File: config.mk
export PLATFORM = sky130hd
export DESIGN_NAME = rainbow_wheel_pixel_generator
export DESIGN_NICKNAME = d
export VERILOG_FILES = /design/src/sv/rwpg_pkg.sv /design/src/sv/rwpg_cfg.sv /design/src/sv/rwpg_ctrl.sv /design/src/sv/rwpg_dp.sv /design/src/sv/rainbow_wheel_pixel_generator.sv
export SDC_FILE = /design/constraint.sdc
export NUM_CORES = 1
export LEC_CHECK = 0
export BUFFER_PORTS_ARGS = -buffer_cell sky130_fd_sc_hd__buf_2
export CORE_ASPECT_RATIO = 0.9
export CORE_MARGIN = 5
export CORE_UTILIZATION = 26
export DETAILED_ROUTE_END_ITERATION = 6
export HOLD_SLACK_MARGIN = 0.12
export PLACE_DENSITY = 0.48
export SLEW_MARGIN = 20
export SYNTH_ARGS = -nofsm -noshare
export SYNTH_HDL_FRONTEND = slang
export SYNTH_SLANG_ARGS = --single-unit
File: constraint.sdc
create_clock -name clk -period 11.8 [get_ports clk]
set_input_delay 0.59 -clock clk [delete_from_list [all_inputs] [get_ports clk]]
set_output_delay 0.59 -clock clk [all_outputs]
set_load 0.05 [all_outputs]
File: src/sv/rwpg_pkg.sv
`default_nettype none

package rwpg_pkg;

  localparam int MAX_LEDS_DEF       = 1024;
  localparam int FRAMES_PER_RUN_DEF = 1280;

  localparam int LED_COUNT_W = 11;
  localparam int LEVEL_W     = 10;
  localparam int CH_W        = 8;
  localparam int PIX_IDX_W   = 10;
  localparam int PROD_W      = CH_W + LEVEL_W;
  localparam int SCALED_W    = PROD_W - 7;
  localparam int RECIP_W     = 12;
  localparam int RECIP_SHIFT = 14;

  localparam int CFG_ADDR_W = 4;
  localparam int CFG_DATA_W = 32;
  localparam int IN_DATA_W  = 8;
  localparam int OUT_DATA_W = 40;

  localparam logic [LEVEL_W-1:0]     FULL_LEVEL = LEVEL_W'(640);
  localparam logic [PROD_W-1:0]      HALF_LEVEL = PROD_W'(320);
  localparam logic [RECIP_W-1:0]     RECIP_5    = RECIP_W'(3277);
  localparam logic [LED_COUNT_W-1:0] LED_COUNT_RST = LED_COUNT_W'(60);

  localparam logic [CH_W-1:0] CH_MAX   = 8'd255;
  localparam logic [CH_W-1:0] SEG_ONE  = 8'd85;
  localparam logic [CH_W-1:0] SEG_TWO  = 8'd170;
  localparam logic [CH_W-1:0] RAMP_MUL = 8'd3;

  typedef enum logic [1:0] {
    REG_LED_COUNT = 2'd0,
    REG_BREATHING = 2'd1,
    REG_FIXED_LVL = 2'd2,
    REG_UNUSED    = 2'd3
  } reg_idx_t;

  typedef struct packed {
    logic [LED_COUNT_W-1:0] led_count;
    logic                   breathing_enable;
    logic [LEVEL_W-1:0]     fixed_level;
  } cfg_t;

  typedef enum logic [2:0] {
    ST_IDLE,
    ST_DIV,
    ST_MAP,
    ST_SCALE,
    ST_OUT
  } state_t;

  typedef struct packed {
    logic accept;
    logic div_step;
    logic map;
    logic scale;
    logic finish;
  } cmd_t;

  typedef struct packed {
    logic div_done;
    logic out_free;
  } status_t;

endpackage

`default_nettype wire

File: src/sv/rwpg_cfg.sv
`default_nettype none

module rwpg_cfg (
  input  wire logic                               clk,
  input  wire logic                               rst_n,
  input  wire logic                               cfg_psel,
  input  wire logic                               cfg_penable,
  input  wire logic                               cfg_pwrite,
  input  wire logic [rwpg_pkg::CFG_ADDR_W-1:0]    cfg_paddr,
  input  wire logic [rwpg_pkg::CFG_DATA_W-1:0]    cfg_pwdata,
  output logic      [rwpg_pkg::CFG_DATA_W-1:0]    cfg_prdata,
  output logic                                    cfg_pready,
  output rwpg_pkg::cfg_t                          cfg
);
  import rwpg_pkg::*;

  cfg_t     cfg_r;
  reg_idx_t idx;
  logic     wr_en;

  assign idx        = reg_idx_t'(cfg_paddr[3:2]);
  assign cfg_pready = 1'b1;
  assign wr_en      = cfg_psel && cfg_penable && cfg_pwrite && cfg_pready;
  assign cfg        = cfg_r;

  always_ff @(posedge clk) begin
    if (!rst_n) begin
      cfg_r.led_count        <= LED_COUNT_RST;
      cfg_r.breathing_enable <= 1'b0;
      cfg_r.fixed_level      <= FULL_LEVEL;
    end else if (wr_en) begin
      unique case (idx)
        REG_LED_COUNT: cfg_r.led_count        <= cfg_pwdata[LED_COUNT_W-1:0];
        REG_BREATHING: cfg_r.breathing_enable <= cfg_pwdata[0];
        REG_FIXED_LVL: cfg_r.fixed_level      <= cfg_pwdata[LEVEL_W-1:0];
        default: ;
      endcase
    end
  end

  always_comb begin
    unique case (idx)
      REG_LED_COUNT: cfg_prdata = CFG_DATA_W'(cfg_r.led_count);
      REG_BREATHING: cfg_prdata = CFG_DATA_W'(cfg_r.breathing_enable);
      REG_FIXED_LVL: cfg_prdata = CFG_DATA_W'(cfg_r.fixed_level);
      default:       cfg_prdata = '0;
    endcase
  end

endmodule

`default_nettype wire

File: src/sv/rwpg_ctrl.sv
`default_nettype none

module rwpg_ctrl (
  input  wire logic              clk,
  input  wire logic              rst_n,
  input  wire logic              in_tvalid,
  output logic                   in_tready,
  input  wire rwpg_pkg::status_t status,
  output rwpg_pkg::cmd_t         cmd
);
  import rwpg_pkg::*;

  state_t state_r;
  state_t state_nxt;

  always_ff @(posedge clk) begin
    if (!rst_n) begin
      state_r <= ST_IDLE;
    end else begin
      state_r <= state_nxt;
    end
  end

  always_comb begin
    state_nxt = state_r;
    cmd       = '0;
    in_tready = 1'b0;
    unique case (state_r)
      ST_IDLE: begin
        in_tready = 1'b1;
        if (in_tvalid) begin
          cmd.accept = 1'b1;
          state_nxt  = ST_DIV;
        end
      end
      ST_DIV: begin
        cmd.div_step = 1'b1;
        if (status.div_done) begin
          state_nxt = ST_MAP;
        end
      end
      ST_MAP: begin
        cmd.map   = 1'b1;
        state_nxt = ST_SCALE;
      end
      ST_SCALE: begin
        cmd.scale = 1'b1;
        state_nxt = ST_OUT;
      end
      ST_OUT: begin
        if (status.out_free) begin
          cmd.finish = 1'b1;
          state_nxt  = ST_IDLE;
        end
      end
      default: state_nxt = ST_IDLE;
    endcase
  end

endmodule

`default_nettype wire

File: src/sv/rwpg_dp.sv
`default_nettype none

module rwpg_dp #(
  parameter int MAX_LEDS       = rwpg_pkg::MAX_LEDS_DEF,
  parameter int FRAMES_PER_RUN = rwpg_pkg::FRAMES_PER_RUN_DEF
) (
  input  wire logic                              clk,
  input  wire logic                              rst_n,
  input  wire rwpg_pkg::cfg_t                    cfg,
  input  wire rwpg_pkg::cmd_t                    cmd,
  output rwpg_pkg::status_t                      status,
  input  wire logic                              restart,
  output logic                                   out_tvalid,
  input  wire logic                              out_tready,
  output logic [rwpg_pkg::OUT_DATA_W-1:0]        out_tdata,
  output logic                                   out_tlast
);
  import rwpg_pkg::*;

  localparam int PW   = (MAX_LEDS > 1) ? $clog2(MAX_LEDS) : 1;
  localparam int NW   = $clog2(MAX_LEDS + 1);
  localparam int EW   = (NW > LED_COUNT_W) ? NW : LED_COUNT_W;
  localparam int FW   = $clog2(FRAMES_PER_RUN);
  localparam int FXW  = (FW > CH_W) ? FW : CH_W;
  localparam int DV   = PW + CH_W;
  localparam int DCW  = $clog2(DV);
  localparam int RPW  = SCALED_W + RECIP_W;

  logic [PW-1:0]      pixel_r;
  logic [FW-1:0]      frame_r;
  logic [LEVEL_W-1:0] level_r;
  logic               ramp_down_r;

  logic [NW-1:0]  rem_r;
  logic [DV-1:0]  dvd_r;
  logic [CH_W-1:0] q_r;
  logic [DCW-1:0] cnt_r;

  logic [PROD_W-1:0] prod_r [3];
  logic [CH_W-1:0]   chan_r [3];

  logic               out_valid_r;
  logic [PIX_IDX_W-1:0] out_pix_r;
  logic [CH_W-1:0]    out_red_r;
  logic [CH_W-1:0]    out_green_r;
  logic [CH_W-1:0]    out_blue_r;
  logic               out_last_r;

  logic [NW-1:0]      n_eff;
  logic [EW-1:0]      led_ext;
  logic [PW-1:0]      pix_start;
  logic [FW-1:0]      frame_start;
  logic [LEVEL_W-1:0] fixed_sat;
  logic [NW:0]        trial;
  logic               ge;
  logic [FXW-1:0]     frame_ext;
  logic [CH_W-1:0]    pos;
  logic [CH_W-1:0]    off;
  logic [CH_W-1:0]    colour [3];
  logic               last;

  assign led_ext = EW'(cfg.led_count);

  always_comb begin
    if (cfg.led_count == '0) begin
      n_eff = NW'(1);
    end else if (led_ext > EW'(MAX_LEDS)) begin
      n_eff = NW'(MAX_LEDS);
    end else begin
      n_eff = NW'(led_ext);
    end
  end

  assign pix_start   = restart ? '0 : pixel_r;
  assign frame_start = restart ? '0 : frame_r;
  assign fixed_sat   = (cfg.fixed_level > FULL_LEVEL) ? FULL_LEVEL : cfg.fixed_level;

  // restoring division step
  assign trial = {rem_r, dvd_r[DV-1]};
  assign ge    = trial >= {1'b0, n_eff};

  assign status.div_done = cnt_r == DCW'(DV - 1);
  assign status.out_free = !out_valid_r || out_tready;

  // wheel position and colour segments
  assign frame_ext = FXW'(frame_r);
  assign pos       = q_r + frame_ext[CH_W-1:0];

  always_comb begin
    if (pos < SEG_ONE) begin
      off       = pos;
      colour[0] = off * RAMP_MUL;
      colour[1] = CH_MAX - off * RAMP_MUL;
      colour[2] = '0;
    end else if (pos < SEG_TWO) begin
      off       = pos - SEG_ONE;
      colour[0] = CH_MAX - off * RAMP_MUL;
      colour[1] = '0;
      colour[2] = off * RAMP_MUL;
    end else begin
      off       = pos - SEG_TWO;
      colour[0] = '0;
      colour[1] = off * RAMP_MUL;
      colour[2] = CH_MAX - off * RAMP_MUL;
    end
  end

  assign last = (NW+1)'(pixel_r) + (NW+1)'(1) >= (NW+1)'(n_eff);

  always_ff @(posedge clk) begin
    if (!rst_n) begin
      pixel_r     <= '0;
      frame_r     <= '0;
      level_r     <= FULL_LEVEL;
      ramp_down_r <= 1'b0;
    end else if (cmd.accept) begin
      pixel_r <= pix_start;
      frame_r <= frame_start;
      if (pix_start == '0 && frame_start == '0) begin
        level_r <= cfg.breathing_enable ? '0 : fixed_sat;
      end
    end else if (cmd.finish) begin
      if (last) begin
        pixel_r <= '0;
        if (cfg.breathing_enable) begin
          if (ramp_down_r) begin
            if (level_r <= LEVEL_W'(1)) begin
              level_r     <= '0;
              ramp_down_r <= 1'b0;
            end else begin
              level_r <= level_r - LEVEL_W'(1);
            end
          end else begin
            if (level_r + LEVEL_W'(1) >= FULL_LEVEL) begin
              level_r     <= FULL_LEVEL;
              ramp_down_r <= 1'b1;
            end else begin
              level_r <= level_r + LEVEL_W'(1);
            end
          end
        end
        if ((FW+1)'(frame_r) + (FW+1)'(1) >= (FW+1)'(FRAMES_PER_RUN)) begin
          frame_r <= '0;
        end else begin
          frame_r <= frame_r + FW'(1);
        end
      end else begin
        pixel_r <= pixel_r + PW'(1);
      end
    end
  end

  always_ff @(posedge clk) begin
    if (!rst_n) begin
      cnt_r <= '0;
    end else if (cmd.accept) begin
      cnt_r <= '0;
    end else if (cmd.div_step) begin
      cnt_r <= cnt_r + DCW'(1);
    end
  end

  always_ff @(posedge clk) begin
    if (cmd.accept) begin
      dvd_r <= {pix_start, {CH_W{1'b0}}};
      rem_r <= '0;
      q_r   <= '0;
    end else if (cmd.div_step) begin
      dvd_r <= {dvd_r[DV-2:0], 1'b0};
      rem_r <= ge ? NW'(trial - {1'b0, n_eff}) : trial[NW-1:0];
      q_r   <= {q_r[CH_W-2:0], ge};
    end
  end

  // channel scaling: (c * level + 320) / 640, divide by 5 via reciprocal
  always_ff @(posedge clk) begin
    for (int i = 0; i < 3; i++) begin
      if (cmd.map) begin
        prod_r[i] <= PROD_W'(colour[i]) * PROD_W'(level_r);
      end
      if (cmd.scale) begin
        chan_r[i] <= CH_W'((RPW'(SCALED_W'((prod_r[i] + HALF_LEVEL) >> 7)) * RPW'(RECIP_5))
                           >> RECIP_SHIFT);
      end
    end
  end

  always_ff @(posedge clk) begin
    if (!rst_n) begin
      out_valid_r <= 1'b0;
    end else if (cmd.finish) begin
      out_valid_r <= 1'b1;
    end else if (out_tready) begin
      out_valid_r <= 1'b0;
    end
  end

  always_ff @(posedge clk) begin
    if (cmd.finish) begin
      out_pix_r   <= PIX_IDX_W'(pixel_r);
      out_red_r   <= chan_r[0];
      out_green_r <= chan_r[1];
      out_blue_r  <= chan_r[2];
      out_last_r  <= last;
    end
  end

  assign out_tvalid = out_valid_r;
  assign out_tlast  = out_last_r;
  assign out_tdata  = {{(OUT_DATA_W - PIX_IDX_W - 3*CH_W){1'b0}},
                       out_blue_r, out_green_r, out_red_r, out_pix_r};

`ifndef SYNTHESIS
  a_level_bound: assert property (@(posedge clk) disable iff (!rst_n)
    level_r <= FULL_LEVEL)
    else $error("brightness level above full scale");

  a_frame_bound: assert property (@(posedge clk) disable iff (!rst_n)
    (FW+1)'(frame_r) < (FW+1)'(FRAMES_PER_RUN))
    else $error("frame counter beyond run length");

  a_rem_bound: assert property (@(posedge clk) disable iff (!rst_n)
    cmd.div_step |-> rem_r < n_eff)
    else $error("divider remainder not below led count");

  a_finish_valid: assert property (@(posedge clk) disable iff (!rst_n)
    cmd.finish |=> out_valid_r)
    else $error("finished pixel not presented");
`endif

endmodule

`default_nettype wire

File: src/sv/rainbow_wheel_pixel_generator.sv
// rainbow wheel pixel generator, one pixel colour per input transaction
// an accepted input passes the divider, map, scale and out states, then the output register
// no new input is taken until the pixel leaves the out state; the pace is set
// by the bit-serial divider for pixel*256/led_count, one quotient bit a cycle
// output register lets the next transaction start while a result waits
// reset (synchronous, active low): counters to pixel 0 frame 0, registers to defaults
`default_nettype none

module rainbow_wheel_pixel_generator #(
  parameter int MAX_LEDS       = rwpg_pkg::MAX_LEDS_DEF,
  parameter int FRAMES_PER_RUN = rwpg_pkg::FRAMES_PER_RUN_DEF
) (
  input  wire logic                              clk,
  input  wire logic                              rst_n,
  input  wire logic                              in_tvalid,
  output logic                                   in_tready,
  // [0] restart
  input  wire logic [rwpg_pkg::IN_DATA_W-1:0]    in_tdata,
  output logic                                   out_tvalid,
  input  wire logic                              out_tready,
  // [9:0] pixel_index, [17:10] red, [25:18] green, [33:26] blue
  output logic [rwpg_pkg::OUT_DATA_W-1:0]        out_tdata,
  // frame_end
  output logic                                   out_tlast,
  input  wire logic                              cfg_psel,
  input  wire logic                              cfg_penable,
  input  wire logic                              cfg_pwrite,
  input  wire logic [rwpg_pkg::CFG_ADDR_W-1:0]   cfg_paddr,
  input  wire logic [rwpg_pkg::CFG_DATA_W-1:0]   cfg_pwdata,
  output logic      [rwpg_pkg::CFG_DATA_W-1:0]   cfg_prdata,
  output logic                                   cfg_pready
);
  import rwpg_pkg::*;

  cfg_t    cfg;
  cmd_t    cmd;
  status_t status;

  rwpg_cfg u_cfg (
    .clk         (clk),
    .rst_n       (rst_n),
    .cfg_psel    (cfg_psel),
    .cfg_penable (cfg_penable),
    .cfg_pwrite  (cfg_pwrite),
    .cfg_paddr   (cfg_paddr),
    .cfg_pwdata  (cfg_pwdata),
    .cfg_prdata  (cfg_prdata),
    .cfg_pready  (cfg_pready),
    .cfg         (cfg)
  );

  rwpg_ctrl u_ctrl (
    .clk       (clk),
    .rst_n     (rst_n),
    .in_tvalid (in_tvalid),
    .in_tready (in_tready),
    .status    (status),
    .cmd       (cmd)
  );

  rwpg_dp #(
    .MAX_LEDS       (MAX_LEDS),
    .FRAMES_PER_RUN (FRAMES_PER_RUN)
  ) u_dp (
    .clk        (clk),
    .rst_n      (rst_n),
    .cfg        (cfg),
    .cmd        (cmd),
    .status     (status),
    .restart    (in_tdata[0]),
    .out_tvalid (out_tvalid),
    .out_tready (out_tready),
    .out_tdata  (out_tdata),
    .out_tlast  (out_tlast)
  );

endmodule

`default_nettype wire

# Word level (Yosys, flattened, before mapping)
# Memory sizes are Yosys's and may differ from the RTL's. A register that Yosys moved wholly into a read port is not among the register bits.
# Cells that the tools add are included.
word_totals:
  regBits: 103
  ram_bits: 78
  latchBits: 0
  input_bits: 51
  word_cells: 136
  mem_count: 2
  romBits: 0
  output_inout_bits: 76
mem_list:
  columns: ["name", "words", "width", "rd", "rd_clocked_by_memory_dff", "write_ports", "line_no", "text"]
  rows:
  - ["u_dp.prod_r", 3, 18, 3, 0, 3, "rwpg_dp.sv:39", "logic [PROD_W-1:0] prod_r [3];"]
  - ["u_dp.chan_r", 3, 8, 3, 3, 3, "rwpg_dp.sv:40", "logic [CH_W-1:0] chan_r [3];"]
op_classes:
  n_shift: 0
  n_mul: 9
  add_sub_neg: 17
  n_reduce_logical: 23
  div_mod_pow: 0
  magnitude_cmp: 9
  bitwise_logic: 2
  muxes: 48
  n_eq_ne: 11
ops:
  columns: ["op", "n"]
  rows:
  - ["$mux 10", 14]
  - ["$mux 11", 8]
  - ["$mul 11x12->22 const B", 3]
  - ["$add 18x9->18 const B", 3]
  - ["$mul 8x10->18", 3]
  - ["$mux 24", 2]
  - ["$mux 18", 2]
  - ["$pmux 11 s3", 1]
  - ["$ge 12x11->1", 2]
  - ["$mul 8x2->8 const B", 3]
  - ["$sub 8x8->8 const A", 3]
  - ["$logic_not 11->1", 2]
  - ["$add 10x1->10 const B", 2]
  - ["$mux 1", 17]
  - ["$pmux 3 s5", 1]
  - ["$add 11x1->12 const B", 1]
  - ["$ge 12x11->1 const B", 1]
  - ["$add 10x1->11 const B", 1]
  - ["$add 11x1->11 const B", 1]
  - ["$gt 11x11->1 const B", 1]
  - ["$sub 11x11->11", 1]
  - ["$ge 10x10->1 const B", 1]
  - ["$gt 10x10->1 const B", 1]
  - ["$le 10x1->1 const B", 1]
  - ["28 further kinds", 44]

# Logic depth before layout (Yosys ltp)
logic_depth:
  ltp_word: 8
  depth_mapped: 35
  depth_no_buf: 35

# By module
# From an unflattened synthesis, not the netlist that was laid out.
hier_totals:
  hier_cells: 2565
  area_unflattened_um2: 23998.0
modules_own_cells:
  columns: ["module", "seq_area_each_um2", "cells_each", "instances", "area_each_um2"]
  rows:
  - ["rwpg_dp", 4294.1, 2394, 1, 22482.8]
  - ["rwpg_cfg", 440.4, 142, 1, 1273.7]
  - ["rwpg_ctrl", 60.1, 29, 1, 241.5]

# Least setup slack after synthesis
# OpenSTA, ideal clock, no wires.
synth_timing:
  path_kind: "reg-to-reg"
  startpoint: "reg u_dp.frame_r[0], in the netlist u_dp.frame_ext[0]"
  endpoint: "mem u_dp.prod_r[0][35] in the netlist's numbering, data pin"
  stages_incl_launch_ff: 34
  setup_ns: 0.260
  path_buffers: 1
  setup_slack_ns: 3.680
  required_time_ns: 11.540
  t_arrival_ns: 7.860
  synth_period_minus_slack_ns: 8.120
  path_cell_list: "dfxtp_1 -> ha_1 -> fa_1 -> xor2_1 -> inv_1 -> ha_1 -> a21o_1 -> xnor2_1 -> ha_1 -> a21oi_1 -> o21bai_1 -> a21oi_1 -> xnor3_1 -> and2_1 -> buf_4 -> o21a_4 -> and2_1 -> fa_1 -> inv_1 -> fa_1 -> inv_1 -> fa_1 -> inv_1 -> fa_1 -> inv_1 -> ha_1 -> and4_1 -> a21oi_1 -> nand3_1 -> a21oi_2 -> o21ai_2 -> nor4_1 -> nor3_2 -> xnor2_1"
synth_lines:
  columns: ["item", "line_no", "text"]
  rows:
  - ["start, declared", "rwpg_dp.sv:30", "logic [FW-1:0] frame_r;"]
  - ["start signal, assigned", "rwpg_dp.sv:118", "frame_r <= frame_start;"]
  - ["start signal, assigned", "rwpg_dp.sv:145", "frame_r <= frame_r + FW'(1);"]
  - ["end, declared", "rwpg_dp.sv:39", null]

==> flow_summary.json <==
{
  "syn_area_per_cell_sq_um": 9.36,
  "fin_cells": 3809,
  "synth_area_leaders": "fa_1 20%, ha_1 19%, edfxtp_1 13%, dfxtp_1 6.9%, inv_1 6.2%",
  "dieHeight_microns": 297,
  "dp.cells": 3777,
  "ys_seq_area_frac": 0.202,
  "post_cts_buffers": 0,
  "area_delta_synth_final_pct": 9.46,
  "cp_data_required_time_ps": 12040,
  "ys_types": 95,
  "synth_top_area_frac": 0.201,
  "fillers": 9682,
  "ctsHoldBuffers": 0,
  "postLayoutCoreUtil": 0.286,
  "maxCapViolations": 0,
  "vias": 16705,
  "post-place-ws_ps": 2440,
  "ys_warn_count": 0,
  "hold_viol": 0,
  "fin_crit_ps": 9300,
  "avgViaCountPerCell": 4.39,
  "setup_slack_ps": 2500,
  "gr-total-overflow": 0,
  "crit_path_frequent_cell": "fa_1",
  "fmax_mhz": 108,
  "place.port_buffers": 68,
  "slew_headroom": 0.282,
  "min_from": "cfg_pwdata[7]",
  "antenna_cells": 0,
  "clock_sinks": 187,
  "ir_drop_mv": 0.107,
  "drv_slew": 0,
  "startpoint_type": "flip-flop",
  "fin_crit_sh": 0.788,
  "dieWidth_microns": 328,
  "stdcell_area_sq_um": 26000,
  "wire_per_inst_microns": 14.2,
  "cts-root-buf": "clkbuf_16",
  "async_reset_ff_frac": 0,
  "finalClockSkew_ps": 18.8,
  "place_area_sq_um": 25400,
  "ant_nets": 0,
  "seq_area_sq_um": 4790,
  "synth-compound-area-share": 0.0990,
  "drt_iter0_drc": 646,
  "clk_pin_slew_ps": 80,
  "startpoint": "u_dp.frame_ext[0]",
  "setup_viol": 0,
  "ios": 127,
  "slowest_stage": "xor2_1",
  "gp_congestion": 0.773,
  "synthSimpleGateAreaFrac": 0.156,
  "rsz0062_at_grt": "false",
  "synth_top_family_by_area": "adder cells",
  "drive_above_1_share": 0.0640,
  "hold_path.class": "primary input to flip-flop",
  "placementRows": 105,
  "grt_pass1_vias": 17165,
  "cts_tree": "done",
  "initial_core_util": 0.261,
  "synth_edf_count": 105,
  "synth_flop_cell": "edfxtp_1",
  "core-area_sq_um": 90800,
  "tns_ps": 0,
  "htree_levels": 4,
  "nets": 3218,
  "synthMuxAreaShare": 0.0144,
  "grt_pass1_wl_mm": 91.0,
  "cts_resized": 0,
  "synthCells": 2534,
  "grt_use_total": 0.115,
  "dp_hpwl_mm": 42.3,
  "synth-seq-cells": 187,
  "cts_buffer_depth": 2,
  "clk_latency_ps": 500,
  "multi_input_area_sq_um": 17000,
  "syn_area_sq_um": 23700,
  "drt-pass1-iter-count": 4,
  "leakage_nw": 12.2,
  "reg2reg_depth": 31,
  "cp-end-kind": "flip-flop",
  "grt_max_degree": 40,
  "p_per_area_nw_per_um2": 102,
  "die-area_sq_um": 97400,
  "antenna_found_initial": 0,
  "crit_fanout": 10,
  "drt-total-wl_mm": 54.1,
  "yosys.area_share.adder": 0.392,
  "status": "completed",
  "r2r-start": "u_dp.frame_ext[0]",
  "cts_inserted_buffers": 17,
  "critPathArrivalTime_ps": 9540,
  "synth_top_area_cell": "fa_1",
  "worstSetupPathType": "flip-flop to flip-flop",
  "worstMarginPinSlew_ps": 1070,
  "drc_errors": 0,
  "slowest_delay_ps": 850,
  "worstHoldPathCells": 3,
  "post_synth_xor_area_fraction": 0.0515
}
## metal layers
metal | vias to the layer above | share of wire | track usage
li1 | 8433 | - | -
met1 | 8116 | 0.51 | 0.161
met2 | 124 | 0.46 | 0.191
met3 | 32 | 0.019 | 0.0138
met4 | 0 | 0.012 | 0.0263
met5 | - | 0 | 0
## where the power goes
part	switching [W]	internal [W]	leakage (nW)
Clock	0.000297	0.000305	0.298
Sequential	0.0000181	0.000752	1.65
Combinational	0.000747	0.000529	10.2
Total	0.00106	0.00159	12.2
## through the flow
| stage | hold slack (ps) | total power [W] |
|---|---|---|
| floorplan | 400 | 0.00181 |
| global placement | 400 | 0.00207 |
| detailed placement | 406 | 0.00207 |
| CTS | 271 | 0.00270 |
| global route | 307 | 0.00290 |
| finish | 332 | 0.00265 |
## sequential cells by signal, summed over array words and instances (netlist names)
register          count
u_dp.q_r              8
u_dp.cnt_r            5
u_dp.out_pix_r       10
u_dp.chan_r          24
u_dp.dvd_r           10
u_dp.prod_r          36
u_dp.level_r         10
u_dp.out_tvalid       1
u_cfg.cfg            22
u_dp.pixel_r         10
u_dp.frame_ext       11
u_dp.out_tlast        1
out_tdata            24
u_ctrl.state_r        3
u_dp.ramp_down_r      1
u_dp.rem_r           11
## kinds of logic (layout without fill, tap and decap cells)
kind of cell / count (synthesis) / in the layout
other cells: 2 / 28
xor+xnor: 138 / 138
flops: 187 / 187
mux: 34 / 34
simple gates: 738 / 738
buf+inv: 499 / 518
fa+ha+maj: 601 / 601
compound gates: 335 / 335
## synthesized netlist by cell type, types with 31 or more instances
master / count
and2_1: 119
edfxtp_1: 105
clkbuf_1: 60
nand2_1: 196
nor3_1: 60
ha_1: 363
xor2_1: 46
dfxtp_1: 82
nand3_1: 40
fa_1: 238
o21ai_0: 62
inv_1: 392
nor2_1: 161
mux2i_1: 33
a21oi_1: 78
a21o_1: 31
xnor2_1: 91
## critical path: cells and delay by family, from the launching register on
kind                       cells  cell delay [ps]
buffers and inverters          1               40
xor gates and xnor gates       6             1690
AOI/OAI and AO/OA             12             2720
and+or+nand+nor                3              390
DFF                            1              370
adders and majority gates      9             3820
## area by class of cell
cell class                 instances  area share
clock buffer                      21      0.0186
multi-input combinational       1874       0.656
inverter                         398      0.0577
timing repair buffer              88      0.0189
clock inverter                    11     0.00448
tap                             1230      0.0593
sequential                       187       0.185
## cell usage in the layout, fill, tap and decap left out, drive strengths merged, types with 16 or more instances in the layout
| cell type | Yosys | routed |
|---|---|---|
| clkbuf | 60 | 21 |
| buf | 41 | 88 |
| nor2b | 29 | 29 |
| nand2 | 197 | 197 |
| nand2b | 20 | 20 |
| a21oi | 86 | 86 |
| edfxtp | 105 | 105 |
| nor4 | 17 | 17 |
| mux2i | 33 | 33 |
| conb | 2 | 28 |
| a21o | 32 | 32 |
| fa | 238 | 238 |
| a21boi | 16 | 16 |
| nor3 | 62 | 62 |
| and3 | 25 | 25 |
| a31oi | 16 | 16 |
| xnor2 | 91 | 91 |
| inv | 395 | 404 |
| ha | 363 | 363 |
| nand3 | 41 | 41 |
| xor2 | 46 | 46 |
| nor2 | 161 | 161 |
| a211oi | 18 | 18 |
| o21ai | 67 | 67 |
| and2 | 119 | 119 |
| dfxtp | 82 | 82 |
## path summary, 6_finish.rpt
path                        end  slack (ps)
max          u_dp.prod_r[0][17]        2500
min                u_cfg.cfg[7]         330
max reg2reg  u_dp.prod_r[0][17]        2500
min reg2reg       out_tdata[17]         420
(Power assumes the default switching activity.)
